**config.mk**
```make
export PLATFORM = sky130hd
export DESIGN_NAME = salc_ram
export DESIGN_NICKNAME = d
export VERILOG_FILES = /design/src/rtl/set_assoc_lru_writeback_cache_tags_unit_macros.svh /design/src/rtl/salc_ram.sv
export SDC_FILE = /design/constraint.sdc
export NUM_CORES = 1
export LEC_CHECK = 0
export BUFFER_PORTS_ARGS = -buffer_cell sky130_fd_sc_hd__buf_2
export CAP_MARGIN = 30
export CORE_AREA = 2 2 120 122
export DETAILED_ROUTE_END_ITERATION = 16
export DIE_AREA = 0 0 122 124
export SLEW_MARGIN = 20
export SYNTH_ARGS = -nofsm -noshare
export SYNTH_HDL_FRONTEND = slang
export SYNTH_SLANG_ARGS = --single-unit
```
**constraint.sdc**
```tcl
create_clock -name clk -period 2.35 [get_ports clk]
set_input_delay 0.235 -clock clk [delete_from_list [all_inputs] [get_ports clk]]
set_output_delay 0.235 -clock clk [all_outputs]
set_load 0.05 [all_outputs]
```
**src/rtl/set_assoc_lru_writeback_cache_tags_unit_macros.svh**
```systemverilog
// Assertion macros for the cache tag unit.
// Used by the top level; expects clk and rst in the including scope.
`ifndef SET_ASSOC_LRU_WRITEBACK_CACHE_TAGS_UNIT_MACROS_SVH
`define SET_ASSOC_LRU_WRITEBACK_CACHE_TAGS_UNIT_MACROS_SVH

// Same-cycle implication.
`define SALC_ASSERT_NOW(name, ante, cons) \
  name: assert property (@(posedge clk) disable iff (rst) (ante) |-> (cons)) \
    else $error("cache tag unit check failed");

// Next-cycle implication.
`define SALC_ASSERT_NEXT(name, ante, cons) \
  name: assert property (@(posedge clk) disable iff (rst) (ante) |=> (cons)) \
    else $error("cache tag unit check failed");

`endif

```
**src/rtl/salc_ram.sv**
```systemverilog
// Generic simple dual-port RAM, one write and one registered read port.
// No dependencies.
module salc_ram #(
  parameter int WIDTH = 8,
  parameter int DEPTH = 16,
  localparam int AW = (DEPTH > 1) ? $clog2(DEPTH) : 1
) (
  input  logic             clk,
  input  logic             we,
  input  logic [AW-1:0]    waddr,
  input  logic [WIDTH-1:0] wdata,
  input  logic [AW-1:0]    raddr,
  output logic [WIDTH-1:0] rdata
);

  logic [WIDTH-1:0] mem [DEPTH];

  always_ff @(posedge clk) begin
    if (we) begin
      mem[waddr] <= wdata;
    end
  end

  always_ff @(posedge clk) begin
    rdata <= mem[raddr];
  end

endmodule

```
==> results.ini <==
[timing]
fin_crit_sh_pct=61.20
hold_viol_final=0
maxSlewViolCount=0
tightest_slew_ns=0.8379
fin_skew_ns=0.02364
hold_ws_ns=0.2079
fmax_mhz=695.3
setup_tns_ns=0
setup_viol=0
slew_headroom_pct=44.02
fin_ws_ns=0.9117
rsz0062_at_grt=false
min_period_ns=1.438

[yosys]
syn-num-nets=247
synth_area_sq_mm=0.005147
syn_inst=229
ys_seq_elements=136
ys_warn_count=0
synth_area_per_cell_sq_um=22.48
synth_cell_types=19
yosysSeqAreaShare_pct=77.78

[routing]
first_iter_violations=192
wl_microns=10000
drc=0
ant_nets=0
viasPerCell=5.053
first_pass_iters=4
detailroute.via_count=2405
wl_per_cell_microns=21.01

[cells_and_area]
drive_gt1_share_pct=31.08
final_common_cell=edfxtp_1
antenna_cells=0
area_growth_pct=20.20
layout.nets=301
final_cell_mix=edfxtp_1 (128), buf_2 (25), buf_4 (19)
postLayoutCellArea_sq_mm=0.006187

[outcome]
outcome=completed

[clocking]
post_cts_buffers=0
htree_levels=4
cts_tree=built
clk-insertion-delay-late_ns=0.42
cts_buffer_depth=2
cts.sinks=136
cts_inserted_buffers=17
clk_pin_slew_worst_paths_ns=0.06
cts-root-buf=clkbuf_16
hold_buffers=0
post_cts_resized=0

[critical_path]
critPathKind=primary input to flop
endpoint_kind=flop
critPathMaxFanout=25
arrival_ns=1.71
crit_required_ns=2.62
startpoint_type=primary input

[placed_design]
dp_slack_ns=0.4803
place.gp.congestion=0.7190
port-buffer-count=25
dpl.hpwl_microns=6220
place_area_sq_mm=0.005574

[grt]
grt_max_degree=26
grt.busiest_layer=met1
grt.total_usage_pct=14.49
grt_use_met1_pct=20.81
overflow=0
gr-usage-met3_pct=4.762
grt_pass1_vias=2477
grt_pass1_wl_microns=15170
antenna_found_initial=0
met2_usage_pct=20.78

[hold_path]
hold_path.class=primary input to flop

[die]
dieArea_sq_mm=0.01513
chipWidth_microns=122
core-area_sq_mm=0.01372
rows=43
dieHeight_microns=124
initial_core_util_pct=37.52
io_pins=26

[flow_run]
cap_violations=0

[power_and_ir_drop]
leakagePower_nw=2.100
powerDensity_mw_per_mm2=928.7
irDropWorstVdd_uv=436.1

## Yosys cell counts
library cell	instances	share of area, %
edfxtp_1	128	75
buf_2	3	0.29
clkdlybuf4s25_2	3	0.58
dfxtp_1	8	3.1
mux4_2	18	7.9
nor2_1	13	0.95
and2_1	1	0.12
or3b_2	1	0.17
buf_4	1	0.15
a22oi_1	16	2.3
nand3_1	1	0.097
mux4_1	14	7.1
nor3_1	4	0.39
nand2_1	9	0.66
nor2b_1	1	0.12
nand2b_1	2	0.24
nand3b_1	2	0.29
buf_6	3	0.66
and2b_1	1	0.15
## path summary, 6_finish.rpt
path                                           start  slack (ns)                   to  cells after the start
worst max-delay path                        raddr[0]        0.91     rdata[4]$_DFF_P_                      5
worst min-delay path                        wdata[2]        0.21  mem[8][2]$_DFFE_PP_                      1
worst max register to register   mem[3][7]$_DFFE_PP_        0.96     rdata[7]$_DFF_P_                      3
worst min register to register  mem[15][5]$_DFFE_PP_        0.67     rdata[5]$_DFF_P_                      3
## kinds of logic after synthesis
| group | after synthesis | synth area share (%) |
|---|---|---|
| AOI/OAI and AO/OA | 16 | 2.334 |
| and+or+nand+nor | 35 | 3.184 |
| muxes | 32 | 15.02 |
| buffers and inverters | 10 | 1.677 |
| DFF | 136 | 77.78 |
## flip-flops by register name (all words and copies together), names as in the netlist
register,cells
mem,128
rdata,8
## cell type report
cell class,instances,area [sq um]
fillers,1150,7532
flip-flops and latches,136,4004
multi-input cells,83,1057
clock buffers,20,436.7
repair buffers,45,287.8
well taps,180,225.2
clock inverters,12,176.4
## routing by layer
metal	up-vias	wire (microns)
li1	1084	-
met1	1231	4630
met2	84	4559
met3	6	697
met4	0	115
met5	-	0
## power by group
| part | internal, W | leakage, nW | total, W | switching, W |
|---|---|---|---|---|
| Clock | 0.00177 | 0.296 | 0.00271 | 0.000940 |
| Combinational | 0.000108 | 0.581 | 0.000304 | 0.000196 |
| Sequential | 0.00271 | 1.22 | 0.00273 | 0.0000172 |
## metrics by stage
step	power, W	instances	utilization, %
final	0.005746	476	45.10
after global routing	0.005930	476	45.10
after CTS	0.005792	476	45.10
after detailed placement	0.003088	444	40.63
after global placement	0.003083	444	40.63
after floorplan	0.002968	229	-
## worst max-delay path, cell delays in order
cell     delay, ns
buf_2         0.27
buf_12        0.27
mux4_1        0.57
a22oi_1       0.26
nand2_1       0.09
No activity file was read; power rests on OpenSTA's default activity.
