[config.mk]
export PLATFORM = sky130hd
export DESIGN_NAME = salc_way_alu
export DESIGN_NICKNAME = d
export VERILOG_FILES = /design/src/rtl/set_assoc_lru_writeback_cache_tags_unit_macros.svh /design/src/rtl/salc_pkg.sv /design/src/rtl/salc_way_alu.sv
export SDC_FILE = /design/constraint.sdc
export NUM_CORES = 1
export LEC_CHECK = 0
export ABC_AREA = 1
export BUFFER_PORTS_ARGS = -buffer_cell sky130_fd_sc_hd__buf_2
export CORE_AREA = 5 5 79 52
export DETAILED_ROUTE_END_ITERATION = 8
export DIE_AREA = 0 0 84 57
export MAX_ROUTING_LAYER = met4
export PLACE_DENSITY = 0.95
export RECOVER_POWER = 25
export SYNTH_ARGS = -nofsm -noshare
export SYNTH_HDL_FRONTEND = slang
export SYNTH_SLANG_ARGS = --single-unit
[constraint.sdc]
create_clock -name vclk -period 9.4
set_input_delay 2.82 -clock vclk [all_inputs]
set_output_delay 2.82 -clock vclk [all_outputs]
set_load 0.01 [all_outputs]
[src/rtl/set_assoc_lru_writeback_cache_tags_unit_macros.svh]
// Assertion macros for the cache tag unit.
// Used by the top level; expects clk and rst in the including scope.
`ifndef SET_ASSOC_LRU_WRITEBACK_CACHE_TAGS_UNIT_MACROS_SVH
`define SET_ASSOC_LRU_WRITEBACK_CACHE_TAGS_UNIT_MACROS_SVH

// Same-cycle implication.
`define SALC_ASSERT_NOW(name, ante, cons) \
  name: assert property (@(posedge clk) disable iff (rst) (ante) |-> (cons)) \
    else $error("cache tag unit check failed");

// Next-cycle implication.
`define SALC_ASSERT_NEXT(name, ante, cons) \
  name: assert property (@(posedge clk) disable iff (rst) (ante) |=> (cons)) \
    else $error("cache tag unit check failed");

`endif

[src/rtl/salc_pkg.sv]
// Shared types and constants for the cache tag unit.
// No dependencies; imported by every module but salc_ram.
package salc_pkg;

  localparam int TAG_W      = 32;
  localparam int RANK_W     = 3;
  localparam int CFG_IDX_W  = 2;
  localparam int CFG_DATA_W = 5;

  localparam logic [RANK_W-1:0] RANK_MAX = 3'd7;

  // register indexes
  localparam logic [CFG_IDX_W-1:0] CFG_OFFSET_BITS = 2'd0;
  localparam logic [CFG_IDX_W-1:0] CFG_SET_BITS    = 2'd1;
  localparam logic [CFG_IDX_W-1:0] CFG_WAYS_IN_USE = 2'd2;

  localparam logic [4:0] OFFSET_BITS_RST = 5'd5;
  localparam logic [3:0] SET_BITS_RST    = 4'd4;
  localparam logic [3:0] WAYS_IN_USE_RST = 4'd4;

  localparam logic CMD_WRITE = 1'b1;

  typedef struct packed {
    logic        cmd;
    logic [31:0] addr;
  } in_item_t;

  typedef struct packed {
    logic       hit;
    logic       writeback;
    logic [2:0] way_used;
  } out_item_t;

  // one way of one set as kept in the tag RAM
  typedef struct packed {
    logic [TAG_W-1:0]  tag;
    logic              valid;
    logic              dirty;
    logic [RANK_W-1:0] rank;
  } line_t;

  typedef enum logic [1:0] {
    ST_CLEAR,
    ST_IDLE,
    ST_SCAN,
    ST_UPDATE
  } state_t;

  typedef enum logic {
    ALU_SCAN,
    ALU_UPDATE
  } alu_mode_t;

  typedef struct packed {
    logic in_ready;
    logic clearing;
    logic eval;
    logic upd_we;
    logic finish;
  } ctrl_flags_t;

  typedef struct packed {
    alu_mode_t         mode;
    logic              cmd;
    logic              found;
    logic              fill_inv;
    logic [RANK_W-1:0] ref_rank;
  } alu_ctl_t;

  typedef struct packed {
    logic match;
    logic invalid;
    logic greater;
  } alu_stat_t;

endpackage

[src/rtl/salc_way_alu.sv]
// Shared per-way unit: tag compare, rank compare and line update.
// Depends on salc_pkg.
module salc_way_alu
  import salc_pkg::*;
#(
  parameter int WAY_W = 3
) (
  input  alu_ctl_t          ctl,
  input  line_t             cur,
  input  logic [TAG_W-1:0]  tag,
  input  logic [RANK_W-1:0] oldest,
  input  logic [WAY_W-1:0]  way,
  input  logic [WAY_W-1:0]  sel_way,
  output alu_stat_t         stat,
  output line_t             nxt
);

  logic [RANK_W-1:0] cmp_a;
  logic [RANK_W-1:0] cmp_b;
  logic              greater;
  logic              is_wr;

  // scan: is this way older than the oldest so far
  // update: is this way younger than the reference way
  always_comb begin
    if (ctl.mode == ALU_SCAN) begin
      cmp_a = cur.rank;
      cmp_b = oldest;
    end else begin
      cmp_a = ctl.ref_rank;
      cmp_b = cur.rank;
    end
  end

  assign greater      = cmp_a > cmp_b;
  assign is_wr        = ctl.cmd == CMD_WRITE;
  assign stat.match   = cur.valid && (cur.tag == tag);
  assign stat.invalid = !cur.valid;
  assign stat.greater = greater;

  always_comb begin
    nxt = cur;
    if (way == sel_way) begin
      nxt.tag   = tag;
      nxt.valid = 1'b1;
      nxt.dirty = ctl.found ? (cur.dirty | is_wr) : is_wr;
      nxt.rank  = '0;
    end else if (cur.valid && (ctl.fill_inv || greater) && cur.rank != RANK_MAX) begin
      nxt.rank = cur.rank + 1'b1;
    end
  end

endmodule

==> impl_results.md <==
* Total Power at 109 uW
* Syn nets at 359
* Largest area contributor in the netlist: nand2_1
* Starting Density at 39.3%
* Ant diodes at 0
* Hold path depth at 3
* Syn Inst Count at 269
* Endpoint class of the critical path: primary output
* CP Cell Sequence: buf_2, xnor2_1, nand3_1, buf_4, nand2_1, o21ai_1, buf_2
* P&R area growth vs syn at 43.6%
* RSZ-0062 raised after global routing: no
* Register area share after synthesis at 0%
* Core area at 3400 sq um
* Die Y at 57 um
* Max_slew headroom at -23.3%
* Worst setup SP type: input port
* Combinational Power Share at 100.0%
* CP most frequent cell: buf_2
* Post-DP Area at 1940 sq um
* Final hold violation count at 0
* Final min period at 8210 ps
* Wire per inst at 10.8 um
* Synth warnings at 0
* DRT antenna net count at 0
* Grt total ovfl at 0
* Critical path's slowest cell: nand3_1
* Count leader, synth: nand2_1
* Slowest stage delay, CP at 1240 ps
* Number of clock buffers in the layout at 0
* Share of post-route cells with drive strength above 1 at 36.5%
* Crit path DAT at 5390 ps
* Min-delay src: cur[4]
* DRT iter0 DRCs at 101
* Hold Path Sink: stat[1]
* Post-Route WL at 4.67 mm
* Resized Gates After CTS at 0
* Wire length of the first global-routing pass at 7.42 mm
* Failing checks: capacitance limit, slew limit
* Setup bufs post-CTS at 0
* Net Sw Frac at 56.9%
* Via-to-Cell Ratio at 4.46
* Clk pwr share at 0%
* GRT Total Usage at 18.3%
* HP Class: in -> out
* Vias at 1933
* Main area contributors after synthesis: nand2_1 29%, inv_1 15%, o21ai_2 10%
* Seq cells at 0
* Nets at 478
* # setup viols final at 0
* Die extent in x at 84 um
* Synth cell count leaders: 105 x nand2_1, 54 x inv_1, 22 x nor2_1, 16 x o21ai_2, 14 x o21ai_1
* I/O pins at 125
* Die Area at 4790 sq um
* Hpwl dp at 4.14 mm
* Pin count of the biggest net entering global routing at 45
* Row cnt at 17
* Setup tns final at 0 ps
* Initial antenna violation count at 0
* Share of the synthesized area in the top cell type at 29.5%
* Mapped Area at 1340 sq um
* Max frequency at 122 MHz
* Outcome: finished with violations
* Final Cell Area at 1920 sq um
* Pleak at 1.30 nW
* Final period utilization at 87.3%
* Psw at 62.1 uW
* Cell variety after synth at 23
* Mean Syn Cell Area at 4.97 sq um
* Power Density at 56.8 nW/um^2
* IO buf count at 125
* Max_cap viols at 1
* Cts hold-fix bufs at 0
* Pre-Repair DR Iteration Count at 5
* CP max FO at 44
* VDD IR max at 0.0354 mV
* Slew Viols, Final at 45
* Slew @ Worst Pin at 1840 ps
* CP required at 6580 ps
* Power share of the sequential group at 0%
* Vias in the first global route at 1789
* CP Class: in -> out
* Drt drc at 0
* Seq. cell area at 0 sq um
* WHS at 5910 ps
* Internal power at 47.0 uW
* GP Congestion at 0.895
-- power groups by stage --
stage          Sequential, mW  Combinational (mW)  Clock, mW
5_1_grt                     0               0.122          0
3_5_place_dp                0               0.110          0
2_1_floorplan               0              0.0671          0
3_3_place_gp                0               0.107          0
4_1_cts                     0               0.111          0
6_report                    0               0.109          0
-- worst max-delay path by stage --
stage | start | end | slack, ps | depth (start not counted)
2_1_floorplan | ctl[6] | nxt[1] | 2430 | 10
3_3_place_gp | sel_way[0] | nxt[28] | 1890 | 7
3_5_place_dp | sel_way[1] | nxt[25] | 1810 | 6
4_1_cts | sel_way[1] | nxt[25] | 1810 | 6
5_1_grt | sel_way[0] | nxt[28] | 950 | 7
6_report | sel_way[1] | nxt[28] | 1190 | 7
-- logic make-up after synthesis --
group | after synthesis | synth area share, %
AND/OR/NAND/NOR | 140 | 41.3
XOR/XNOR | 11 | 7.20
buffers and inverters | 63 | 21.7
multiplexers | 2 | 1.59
AO/OA/AOI/OAI | 48 | 23.5
adder cells (fa/ha/maj) | 5 | 4.68
-- per-layer routing --
| metal | track usage (%) | wire (um) | vias up |
|---|---|---|---|
| met5 | - | 0 | - |
| met1 | 22.1 | 1970 | 805 |
| met4 | 0.459 | 19 | 0 |
| met3 | 1.73 | 378 | 4 |
| met2 | 35.1 | 2300 | 80 |
| li1 | - | - | 1044 |
-- placed cells by master (no fill, tap or decap) --
| cell type | netlist | final |
|---|---|---|
| or2_0 | 1 | 1 |
| ha_1 | 5 | 5 |
| or2_2 | 1 | 1 |
| o21ai_1 | 14 | 14 |
| o21ai_2 | 16 | 14 |
| mux2_2 | 1 | 1 |
| nor3_1 | 1 | 1 |
| a21oi_1 | 4 | 4 |
| buf_2 | 1 | 118 |
| nor2_1 | 22 | 22 |
| o21ai_0 | 10 | 12 |
| nand3_1 | 6 | 7 |
| xor2_1 | 4 | 4 |
| xnor2_1 | 7 | 7 |
| nand2_1 | 105 | 105 |
| inv_1 | 54 | 54 |
| o211ai_1 | 1 | 1 |
| buf_4 | 2 | 1 |
| mux2i_1 | 1 | 1 |
| clkbuf_1 | 0 | 7 |
| nor2_2 | 3 | 3 |
| a21oi_2 | 3 | 3 |
-- layout make-up --
| type | instances | area, sq um |
|---|---|---|
| timing repair buffer | 126 | 624 |
| fill | 350 | 1480 |
| inverter | 54 | 203 |
| multi-input combinational | 206 | 1030 |
| tap | 47 | 58.8 |
-- worst max-delay path, delay by kind of cell --
family / cells / cell delay, ps
AND/OR/NAND/NOR: 2 / 1330
buffers and inverters: 3 / 1030
XOR/XNOR: 1 / 150
AO/OA/AOI/OAI: 1 / 60
-- through the flow --
step                std cells  setup slack, ps  util, %
detailed placement        433             1810     57.1
CTS                       433             1810     57.1
finish                    433             1190     56.4
global route              433              955     56.4
global placement          433             1890     57.1
floorplan                 269             2430        -
No activity file was read; power rests on OpenSTA's default activity.
