### src/rtl/set_assoc_lru_writeback_cache_tags_unit_macros.svh
// Assertion macros for the cache tag unit.
// Used by the top level; expects clk and rst in the including scope.
`ifndef SET_ASSOC_LRU_WRITEBACK_CACHE_TAGS_UNIT_MACROS_SVH
`define SET_ASSOC_LRU_WRITEBACK_CACHE_TAGS_UNIT_MACROS_SVH

// Same-cycle implication.
`define SALC_ASSERT_NOW(name, ante, cons) \
  name: assert property (@(posedge clk) disable iff (rst) (ante) |-> (cons)) \
    else $error("cache tag unit check failed");

// Next-cycle implication.
`define SALC_ASSERT_NEXT(name, ante, cons) \
  name: assert property (@(posedge clk) disable iff (rst) (ante) |=> (cons)) \
    else $error("cache tag unit check failed");

`endif

### src/rtl/salc_pkg.sv
// Shared types and constants for the cache tag unit.
// No dependencies; imported by every module but salc_ram.
package salc_pkg;

  localparam int TAG_W      = 32;
  localparam int RANK_W     = 3;
  localparam int CFG_IDX_W  = 2;
  localparam int CFG_DATA_W = 5;

  localparam logic [RANK_W-1:0] RANK_MAX = 3'd7;

  // register indexes
  localparam logic [CFG_IDX_W-1:0] CFG_OFFSET_BITS = 2'd0;
  localparam logic [CFG_IDX_W-1:0] CFG_SET_BITS    = 2'd1;
  localparam logic [CFG_IDX_W-1:0] CFG_WAYS_IN_USE = 2'd2;

  localparam logic [4:0] OFFSET_BITS_RST = 5'd5;
  localparam logic [3:0] SET_BITS_RST    = 4'd4;
  localparam logic [3:0] WAYS_IN_USE_RST = 4'd4;

  localparam logic CMD_WRITE = 1'b1;

  typedef struct packed {
    logic        cmd;
    logic [31:0] addr;
  } in_item_t;

  typedef struct packed {
    logic       hit;
    logic       writeback;
    logic [2:0] way_used;
  } out_item_t;

  // one way of one set as kept in the tag RAM
  typedef struct packed {
    logic [TAG_W-1:0]  tag;
    logic              valid;
    logic              dirty;
    logic [RANK_W-1:0] rank;
  } line_t;

  typedef enum logic [1:0] {
    ST_CLEAR,
    ST_IDLE,
    ST_SCAN,
    ST_UPDATE
  } state_t;

  typedef enum logic {
    ALU_SCAN,
    ALU_UPDATE
  } alu_mode_t;

  typedef struct packed {
    logic in_ready;
    logic clearing;
    logic eval;
    logic upd_we;
    logic finish;
  } ctrl_flags_t;

  typedef struct packed {
    alu_mode_t         mode;
    logic              cmd;
    logic              found;
    logic              fill_inv;
    logic [RANK_W-1:0] ref_rank;
  } alu_ctl_t;

  typedef struct packed {
    logic match;
    logic invalid;
    logic greater;
  } alu_stat_t;

endpackage

### src/rtl/salc_ctrl.sv
// Sequencer for the cache tag unit: clear sweep, way scan, update pass.
// Depends on salc_pkg.
module salc_ctrl
  import salc_pkg::*;
#(
  parameter int WAY_W  = 3,
  parameter int CNT_W  = 4,
  parameter int ADDR_W = 11
) (
  input  logic              clk,
  input  logic              rst,
  input  logic              in_valid,
  input  logic [CNT_W-1:0]  nw,
  input  logic              out_free,
  output state_t            state,
  output ctrl_flags_t       flags,
  output logic [WAY_W-1:0]  idx,
  output logic [WAY_W-1:0]  eval_way,
  output logic [ADDR_W-1:0] clr_addr
);

  state_t           state_next;
  logic [CNT_W-1:0] cnt;
  logic             eval_vld;
  logic             rd_en;
  logic             last_eval;
  logic             last_upd;

  assign idx       = cnt[WAY_W-1:0];
  assign rd_en     = (state == ST_SCAN) && (cnt < nw);
  assign last_eval = eval_vld && (eval_way == WAY_W'(nw - 1'b1));
  assign last_upd  = cnt == (nw - 1'b1);

  always_comb begin
    state_next = state;
    unique case (state)
      ST_CLEAR: begin
        if (&clr_addr) state_next = ST_IDLE;
      end
      ST_IDLE: begin
        if (in_valid) state_next = ST_SCAN;
      end
      ST_SCAN: begin
        if (last_eval) state_next = ST_UPDATE;
      end
      ST_UPDATE: begin
        if (last_upd && out_free) state_next = ST_IDLE;
      end
    endcase
  end

  always_comb begin
    flags.in_ready = state == ST_IDLE;
    flags.clearing = state == ST_CLEAR;
    flags.eval     = eval_vld;
    flags.upd_we   = state == ST_UPDATE;
    flags.finish   = (state == ST_UPDATE) && last_upd && out_free;
  end

  always_ff @(posedge clk) begin
    if (rst) begin
      state    <= ST_CLEAR;
      cnt      <= '0;
      eval_vld <= 1'b0;
      clr_addr <= '0;
    end else begin
      state    <= state_next;
      eval_vld <= rd_en;
      if (state == ST_CLEAR) begin
        clr_addr <= clr_addr + 1'b1;
      end
      if (state == ST_IDLE || last_eval) begin
        cnt <= '0;
      end else if (rd_en || (state == ST_UPDATE && !last_upd)) begin
        cnt <= cnt + 1'b1;
      end
    end
  end

  // read data comes back in the cycle after the address
  always_ff @(posedge clk) begin
    eval_way <= idx;
  end

endmodule

### config.mk
export PLATFORM = sky130hd
export DESIGN_NAME = salc_ctrl
export DESIGN_NICKNAME = d
export VERILOG_FILES = /design/src/rtl/set_assoc_lru_writeback_cache_tags_unit_macros.svh /design/src/rtl/salc_pkg.sv /design/src/rtl/salc_ctrl.sv
export SDC_FILE = /design/constraint.sdc
export NUM_CORES = 1
export LEC_CHECK = 0
export ABC_AREA = 0
export BUFFER_PORTS_ARGS = -buffer_cell sky130_fd_sc_hd__buf_2
export CAP_MARGIN = 20
export CORE_MARGIN = 2
export CORE_UTILIZATION = 40
export DETAILED_ROUTE_END_ITERATION = 6
export GPL_TIMING_DRIVEN = 0
export PLACE_DENSITY = 0.66
export SETUP_SLACK_MARGIN = 0.15
export SYNTH_ARGS = -nofsm -noshare
export SYNTH_HDL_FRONTEND = slang
export SYNTH_SLANG_ARGS = --single-unit
### constraint.sdc
create_clock -name clk -period 1.8 [get_ports clk]
set_clock_uncertainty 0.15 [all_clocks]
set_input_delay 0.09 -clock clk [delete_from_list [all_inputs] [get_ports clk]]
set_output_delay 0.09 -clock clk [all_outputs]
set_load 0.02 [all_outputs]
==> results of run 1 <==
-- per-stage QoR --
stage          instance area, um2  setup TNS [ns]  hold WS, ns  worst slack [ns]
6_report                     1670         -0.0140       0.0875           -0.0140
5_1_grt                      1670          -0.189       0.0905            -0.115
4_1_cts                      1630         -0.0464        0.116           -0.0464
3_5_place_dp                 1440           -1.23        0.204            -0.301
3_3_place_gp                 1440           -1.06        0.190            -0.288
2_1_floorplan                1240         -0.0169      0.00366           -0.0169
-- where the power goes --
part	switching [W]	total [W]	leakage, nW	internal [W]
logic	0.0000541	0.000102	0.553	0.0000476
clock network	0.000143	0.000229	0.0150	0.0000864
registers	0.00000821	0.000472	0.178	0.000463
total	0.000205	0.000802	0.746	0.000597
-- layout by cell type, fill, tap and decap left out, types with 2 or more instances in the layout --
| cell | instances |
|---|---|
| a21oi_1 | 2 |
| a21oi_2 | 2 |
| buf_2 | 30 |
| buf_4 | 17 |
| clkbuf_1 | 2 |
| clkbuf_4 | 3 |
| dfxtp_1 | 7 |
| dfxtp_2 | 8 |
| dfxtp_4 | 6 |
| ha_1 | 7 |
| ha_4 | 4 |
| inv_1 | 5 |
| inv_2 | 2 |
| inv_4 | 2 |
| mux2i_1 | 4 |
| nand2_1 | 9 |
| nand3_1 | 2 |
| nand4_1 | 5 |
| nor2_1 | 15 |
| nor2b_1 | 2 |
| o21ai_0 | 3 |
| o21ai_2 | 2 |
| or3_1 | 3 |
| xnor2_1 | 6 |
| xor2_1 | 8 |
-- layer usage --
layer  routed length (um)  share of wire (%)
met5                    0                  0
met4                   15               0.56
met1                 1170                 43
met2                 1410                 52
met3                   95                3.5
-- state kept, by name, summed over array words and instances, names as in the netlist --
register / cells
eval_vld: 1
eval_way: 3
cnt: 4
state: 2
clr_addr: 11
-- worst max-delay path, delay by kind of cell, from the launching register on --
kind,cells,cell delay [ns]
muxes,1,0.22
DFF,1,0.37
xor gates and xnor gates,1,0.25
AOI/OAI and AO/OA,1,0.33
and+or+nand+nor,3,0.38
-- area by class of cell --
class,instances,share of cell area (%)
clock buffers,4,1.57
plain buffers,6,2.92
flip-flops and latches,21,27.1
well taps,31,2.32
multi-input cells,92,48.4
inverters,9,2.32
repair buffers,44,15.4
-- path summary, 6_finish.rpt --
kind / start / endpoint / slack (ns) / cells past startpoint
worst max-delay path: cnt[2] / state[1] / -0.01 / 6
worst min-delay path: out_free / state[0] / 0.09 / 5
worst max register to register: cnt[2] / state[1] / -0.01 / 6
worst min register to register: clr_addr[10] / clr_addr[10] / 0.37 / 2
-- cell families (layout without fill, tap and decap cells) --
| kind of cell | Yosys count | after routing | synth area share (%) |
|---|---|---|---|
| compound gates | 15 | 15 | 9.95 |
| mux | 4 | 4 | 3.39 |
| xor+xnor | 16 | 16 | 13.1 |
| fa+ha+maj | 12 | 12 | 12.7 |
| flops | 21 | 21 | 35.6 |
| simple gates | 45 | 45 | 19.3 |
| buf+inv | 15 | 63 | 6.03 |
-- what timing repair did --
action | 4_1_cts | 5_1_grt
hold buffers | 1 | 0
pin swaps | 10 | 5
cloned | 0 | 0
setup endpoints to repair | 8 | 10
endpoints found under the hold margin | 4 | 0
resized for setup | 19 | 11
setup buffers | 10 | 2
==> flow_summary_export.csv, run 1 <==
group,metric,value,unit
run_status,status,"complete, but fails checks",
run_status,violations,"setup timing",
cells_and_area,final_util,60.1,%
synth,synth_area_leaders,"dfxtp_1 36%, ha_1 13%, xor2_1 5.9%, xnor2_1 5.2%, nor2_1 4.8%",
synth,yosys-top-cells-count,"21 x dfxtp_1, 15 x nor2_1, 12 x ha_1, 9 x inv_1, 9 x nand2_1",
power,power.density,480,mW/mm2
synth,synth_edf_count,0,
drt,vias,1033,
synth,synth_top_area_cell,"dfxtp_1",
floorplanning,pin_count,32,
timing,worst_pin_slew,0.479,ns
synth,ys_seq_area_share,35.6,%
cells_and_area,syn_to_final_growth,41.5,%
cells_and_area,nNetsFinal,197,
synth,synth_cell_types,30,
global_route,grt_first_pass_wirelength,4370,um
place,place_congestion,0.717,
worst_hold_path,hold_path.class,"in2reg",
cells_and_area,drive_gt1_share,51.7,%
cells_and_area,final-seq-area,453,um2
timing,relSlewSlack,68.1,%
cells_and_area,instances_no_fill,207,
global_route,top_usage_layer,"met2",
timing,finalHoldViolations,0,
cells_and_area,nFillCells,249,
critical_path,max_stage_delay,0.37,ns
cts,clk_latency,0.30,ns
critical_path,crit_type,"reg2reg",
timing,rsz0062_at_grt,"true",
timing,setup_viol,1,
global_route,grtUsageMet2,29.4,%
floorplanning,fp.dieW,58.4,um
timing,fin_crit_sh,101,%
floorplanning,die-area,0.00341,mm2
power,vdd_drop_max,0.405,mV
cells_and_area,multi_input_area,810,um2
cts,cts_num_sinks,21,
drt,firstDrtPassIters,4,
floorplanning,start_util,42.5,%
timing,clock.fmax,551,MHz
drt,wl,2690,um
critical_path,worstPathMaxFanout,3,
critical_path,end_kind,"flip-flop",
drt,drtIter0Drc,18,
floorplanning,core,0.00278,mm2
cts,cts_root_buf,"clkbuf_4",
cts,clk_pin_slew,0.12,ns
synth,synthArstFlopShare,0,%
synth,synth_most_common_cell,"dfxtp_1",
synth,syn_inst,128,
critical_path,startpoint_type,"flip-flop",
synth,synth-main-ff-cell,"dfxtp_1",
global_route,grt_max_degree,12,
critical_path,required,1.84,ns
drt,vias_per_cell,4.99,
drt,drcViolationCount,0,
synth,synth.avg_cell_area,9.24,um2
drt,wl_per_cell,13.0,um
place,dp_hpwl,1900,um
global_route,use_met3,2.86,%
cts,clock_path_buffers,2,
synth,synth_seq_cells,21,
timing,layout_setup_ws,-0.0140,ns
global_route,grt_antenna_before_repair,0,
timing,min_period,1.81,ns
global_route,overflow,0,
floorplanning,rows,19,
global_route,grt_pass1_vias,1039,
cts,cts_tree,"yes",
cells_and_area,n_antenna_cell,0,
synth,synth_area,0.00118,mm2
global_route,use_met1,20.0,%
synth,synth_top_area_share,35.6,%
synth,syn_nets,148,
synth,yosysWarnings,0,
power,power.leakage,0.746,nW
cts,cts_buffers,3,
global_route,grt_use_total,16.7,%
critical_path,crit_slowest_cell,"dfxtp_4",
flow_run,maxCapViolCount,0,
drt,drtAntennaViolNets,0,
cts,htreeDepth,1,
place,placed_cells,190,
place,portBuffers,31,
power,power,0.000802,W
timing,slew_violations,0,
critical_path,arrival,1.85,ns
floorplanning,die-height,58.4,um
critical_path,path_cells,"xor3_1 -> nor3_4 -> nand3_2 -> a221oi_4 -> mux2i_1 -> nor2_1",
Power figures use the tool's default switching activity.
==> inputs of run 2 (changes only) <==
--- a/constraint.sdc
+++ b/constraint.sdc
@@ -3,3 +3,3 @@
 set_input_delay 0.09 -clock clk [delete_from_list [all_inputs] [get_ports clk]]
 set_output_delay 0.09 -clock clk [all_outputs]
-set_load 0.02 [all_outputs]
+set_load 0.05 [all_outputs]
==> run 2 against run 1 <==
  * Largest cell class unchanged
  * The flow still finishes with violations (setup timing)
  * Final area rose by 2.0%
  * Fmax fell by 0.75%
  * Largest power group unchanged
  * Sequential share of layout area rose by 0.12 points
  * Utilization rose by 1.2 points
  * Worst setup slack got worse by 0.014 ns
  * Clock power fell by 5%
==> flow_summary_export.csv, run 2 (synthesis gave the netlist of run 1 again) <==
group,metric,value,unit
run_status,status,"complete, but fails checks",
run_status,violations,"setup timing",
floorplanning,fp.dieW,58.4,um
drt,vias,1063,
global_route,grt_first_pass_wirelength,4280,um
critical_path,cp.buffers_inverters,1,
cts,clock_path_buffers,2,
place,place_area,0.00147,mm2
critical_path,worstPathMaxFanout,3,
timing,min_period,1.83,ns
global_route,grt_max_degree,12,
global_route,overflow,0,
place,placed_cells,190,
timing,relSlewSlack,67.5,%
floorplanning,start_util,42.5,%
timing,slew_violations,0,
critical_path,path_cells,"inv_2 -> ha_4 -> nor3_4 -> nand3_2 -> a221oi_4 -> mux2i_1 -> nor2_1",
cells_and_area,top_register,"clr_addr",
critical_path,max_stage_delay,0.37,ns
floorplanning,rows,19,
cells_and_area,reg.largest.list,"clr_addr (11), cnt (4), eval_way (3)",
cells_and_area,largest_reg_flops,11,
timing,setup_viol,1,
critical_path,cp.depth,7,
critical_path,startpoint_type,"flip-flop",
timing,clock.fmax,547,MHz
critical_path,arrival,1.86,ns
cells_and_area,instances_no_fill,209,
floorplanning,die-area,0.00341,mm2
place,place_congestion,0.792,
critical_path,r2r_cells,7,
cts,htreeDepth,1,
drt,drcViolationCount,0,
place,portBuffers,31,
worst_hold_path,hold_path.class,"in2reg",
cells_and_area,syn_to_final_growth,44.3,%
cells_and_area,final_area,0.00171,mm2
place,dp_hpwl,1840,um
cells_and_area,n_antenna_cell,0,
cts,cts_root_buf,"clkbuf_4",
power,power.leakage,0.753,nW
floorplanning,die-height,58.4,um
cts,clk_pin_slew,0.11,ns
cells_and_area,drive_gt1_share,55.6,%
global_route,grt_pass1_vias,1018,
floorplanning,core,0.00278,mm2
cts,cts_tree,"yes",
timing,worst_pin_slew,0.487,ns
timing,rsz0062_at_grt,"true",
timing,fin_crit_sh,102,%
drt,wl,2670,um
cts,clk_latency,0.29,ns
global_route,grt_use_total,16.1,%
critical_path,required,1.83,ns
drt,drtAntennaViolNets,0,
drt,drtIter0Drc,24,
drt,vias_per_cell,5.09,
power,vdd_drop_max,0.571,mV
flow_run,maxCapViolCount,0,
drt,firstDrtPassIters,3,
cells_and_area,nNetsFinal,199,
floorplanning,pin_count,32,
global_route,grt_antenna_before_repair,0,
timing,finalHoldViolations,0,
drt,wl_per_cell,12.8,um
critical_path,critical_path.top_delay_family,"flip-flops",
cells_and_area,nFillCells,257,
cts,cts_num_sinks,21,
power,power.density,468,mW/mm2
critical_path,crit_slowest_cell,"dfxtp_4",
critical_path,crit_type,"reg2reg",
timing,layout_setup_ws,-0.0276,ns
cts,cts_buffers,3,
cells_and_area,final_cell_mix,"30 x buf_2, 18 x buf_4, 14 x nor2_1, 11 x dfxtp_2, 9 x nand2_1",
worst_hold_path,hold_depth,6,
critical_path,end_kind,"flip-flop",
cells_and_area,final_common_cell,"buf_2",
[run 2: cell types whose count changed in the layout (fill, tap and decap cells not counted), sizes merged]
cell,before,now
buf,48,50
[run 2: worst reg2reg max path, delay by kind of cell, from the launching register on]
| family | cells | cell delay, ns |
|---|---|---|
| flip-flops | 1 | 0.37 |
| adder cells (fa/ha/maj) | 1 | 0.23 |
| multiplexers | 1 | 0.22 |
| AO/OA/AOI/OAI | 1 | 0.34 |
| AND/OR/NAND/NOR | 3 | 0.37 |
| buffers and inverters | 1 | 0.04 |
[run 2: per-layer routing]
metal,track usage [%],up-vias,share of wire [%]
li1,-,531,-
met5,0,-,0
met3,3.96,2,4.1
met2,30.5,22,54
met4,2.99,0,0.64
met1,18.2,508,41
[run 2: through the flow]
stage	setup TNS (ns)	power (W)	util (%)	hold WS [ns]	setup slack, ns
2_1_floorplan	-0.0994	0.000556	-	0.00165	-0.0528
3_3_place_gp	-1.03	0.000581	52.9	0.190	-0.301
3_5_place_dp	-1.07	0.000585	52.9	0.193	-0.302
4_1_cts	-0.0755	0.000810	58.9	0.104	-0.0725
5_1_grt	-0.342	0.000850	61.4	0.144	-0.108
6_report	-0.0276	0.000799	61.4	0.119	-0.0276
[run 2: power breakdown]
part           switching [W]  internal (W)  leakage (nW)  total, W
Clock               0.000131     0.0000862        0.0150  0.000217
Combinational      0.0000660     0.0000475         0.557  0.000114
Sequential        0.00000755      0.000461         0.181  0.000469
[run 2: worst paths after layout]
kind                from          end  slack (ns)
setup reg to reg  cnt[0]     state[1]       -0.03
setup / recovery  cnt[0]     state[1]       -0.03
hold / removal     nw[3]     eval_vld        0.12
hold reg to reg   cnt[2]  eval_way[2]        0.35
[run 2: layout make-up]
type	count	area (um2)	area share (%)
plain buffers	6	48.8	2.86
clock buffers	4	26.3	1.54
inverters	9	38.8	2.27
multi-input cells	92	813	47.7
flip-flops and latches	21	464	27.2
well taps	31	38.8	2.27
repair buffers	46	277	16.2
[run 2: repair_timing]
action / in CTS / in global routing
hold buffers: 1 / 0
pin swaps: 8 / 10
endpoints found under the setup margin: 8 / 10
buffers inserted: 10 / 4
resized for setup: 14 / 9
endpoints found under the hold margin: 4 / 0
==> inputs of run 3 (changes only) <==
- GPL_TIMING_DRIVEN: 0 -> not set
- SKIP_LAST_GASP: not set -> 1
==> run 3 against run 2 <==
  * The run still ends with setup timing left
  * Combinational power is 18% higher
  * Utilization is 0.18 points lower
  * Final cell count is 0.96% lower
  * Clock-buffer cell count stayed put
  * Global-route usage is 0.82 points lower
  * Critical endpoint is now flags[0]
  * Largest cell class unchanged
  * Highest routed layer unchanged
==> flow_summary_export.csv, run 3 (synthesis gave the netlist of run 1 again) <==
group,metric,value,unit
timing,rsz0062_at_grt,"true",
cts,htreeDepth,1,
flow_run,maxCapViolCount,0,
timing,tns,-0.0874,ns
timing,setup_viol,4,
floorplanning,rows,19,
drt,vias,1034,
global_route,grtUsageMet2,28.3,%
drt,vias_per_cell,5.00,
floorplanning,die-area,0.00341,mm2
cts,cts_buffers,3,
timing,fin_crit_sh,103,%
global_route,use_met1,17.8,%
global_route,grt_first_pass_wirelength,4110,um
drt,wl_per_cell,12.0,um
global_route,grt_use_total,15.3,%
critical_path,startpoint_type,"flip-flop",
drt,firstDrtPassIters,4,
cts,cts_tree,"yes",
timing,relSlewSlack,81.1,%
critical_path,required,1.56,ns
drt,drcViolationCount,0,
timing,min_period,1.85,ns
cts,cts_num_sinks,21,
critical_path,end_kind,"output pin",
power,power.density,485,mW/mm2
global_route,use_met3,4.40,%
drt,drtIter0Drc,16,
timing,slew_violations,0,
floorplanning,die-height,58.4,um
cells_and_area,syn_to_final_growth,43.9,%
timing,layout_setup_ws,-0.0527,ns
critical_path,crit_type,"reg2out",
power,power,0.000825,W
place,place_congestion,0.713,
global_route,overflow,0,
global_route,grt_max_degree,16,
timing,finalHoldViolations,0,
floorplanning,pin_count,32,
critical_path,worstPathMaxFanout,4,
place,portBuffers,31,
power,power.leakage,0.756,nW
cells_and_area,n_antenna_cell,0,
place,place_ws,-0.208,ns
cts,clk_latency,0.30,ns
cells_and_area,final_cell_mix,"30 x buf_2, 15 x buf_4, 14 x nor2_1, 12 x dfxtp_2, 9 x nand2_1",
place,dp_hpwl,1900,um
cts,clk_pin_slew,0.11,ns
cells_and_area,largest_reg_flops,11,
timing,worst_pin_slew,0.283,ns
floorplanning,start_util,42.5,%
run_status,status,"complete, but fails checks",
cts,clock_path_buffers,2,
cells_and_area,drive_gt1_share,54.5,%
floorplanning,core,0.00278,mm2
cells_and_area,top_register,"clr_addr",
worst_hold_path,hold_depth,5,
cts,cts_root_buf,"clkbuf_4",
timing,clock.fmax,540,MHz
critical_path,arrival,1.61,ns
power,vdd_drop_max,0.657,mV
cells_and_area,final_common_cell,"buf_2",
timing,holdWs,0.112,ns
cells_and_area,reg.largest.list,"clr_addr (11), cnt (4), eval_way (3)",
cells_and_area,nNetsFinal,197,
critical_path,r2r_cells,8,
run_status,violations,"setup timing",
drt,drtAntennaViolNets,0,
global_route,top_usage_layer,"met2",
global_route,grt_antenna_before_repair,0,
drt,wl,2490,um
global_route,grt_pass1_vias,947,
floorplanning,fp.dieW,58.4,um
worst_hold_path,hold_path.class,"in2reg",
-- run 3: worst paths after layout --
kind | slack [ns] | endpoint | from
setup / recovery | -0.05 | flags[0] | cnt[1]
hold / removal | 0.11 | state[0] | out_free
setup reg to reg | -0.02 | cnt[1] | cnt[1]
hold reg to reg | 0.35 | clr_addr[9] | clr_addr[9]
-- run 3: per-layer routing --
layer | up-vias | wire, um
met5 | - | 0
met4 | 0 | 10
met3 | 2 | 135
met2 | 22 | 1300
met1 | 480 | 1040
li1 | 530 | -
-- run 3: through the flow --
step | instances | area, um2 | util, %
floorplan | 128 | 1280 | -
global placement | 195 | 1510 | 54.1
detailed placement | 195 | 1510 | 54.1
CTS | 204 | 1640 | 59.0
global route | 207 | 1700 | 61.2
finish | 207 | 1700 | 61.2
-- run 3: cell type report --
| cell class | count | area (um2) |
|---|---|---|
| multi-input combinational | 92 | 822 |
| fill | 267 | 1080 |
| sequential | 21 | 458 |
| inverter | 9 | 38.8 |
| clock buffer | 4 | 26.3 |
| tap | 31 | 38.8 |
| timing repair buffer | 50 | 318 |
-- run 3: power by group --
part	switching (W)	total [W]	internal [W]
Sequential	0.00000527	0.000470	0.000464
Combinational	0.0000714	0.000134	0.0000622
Clock	0.000136	0.000222	0.0000864
Total	0.000212	0.000825	0.000613
-- run 3: what timing repair did --
action	in CTS	in global routing
pin swaps	5	6
endpoints found under the hold margin	14	0
hold buffers	1	0
gates cloned	0	0
gates resized for setup	15	7
setup endpoints to repair	8	10
buffers inserted	4	3
-- run 3: critical path: stages, from the launching register on --
cell and delay, ns:
dfxtp_4 0.36, buf_6 0.13, xnor2_4 0.12, nor3_4 0.20
nand3_2 0.13, buf_6 0.15, nor2_4 0.07, buf_6 0.16
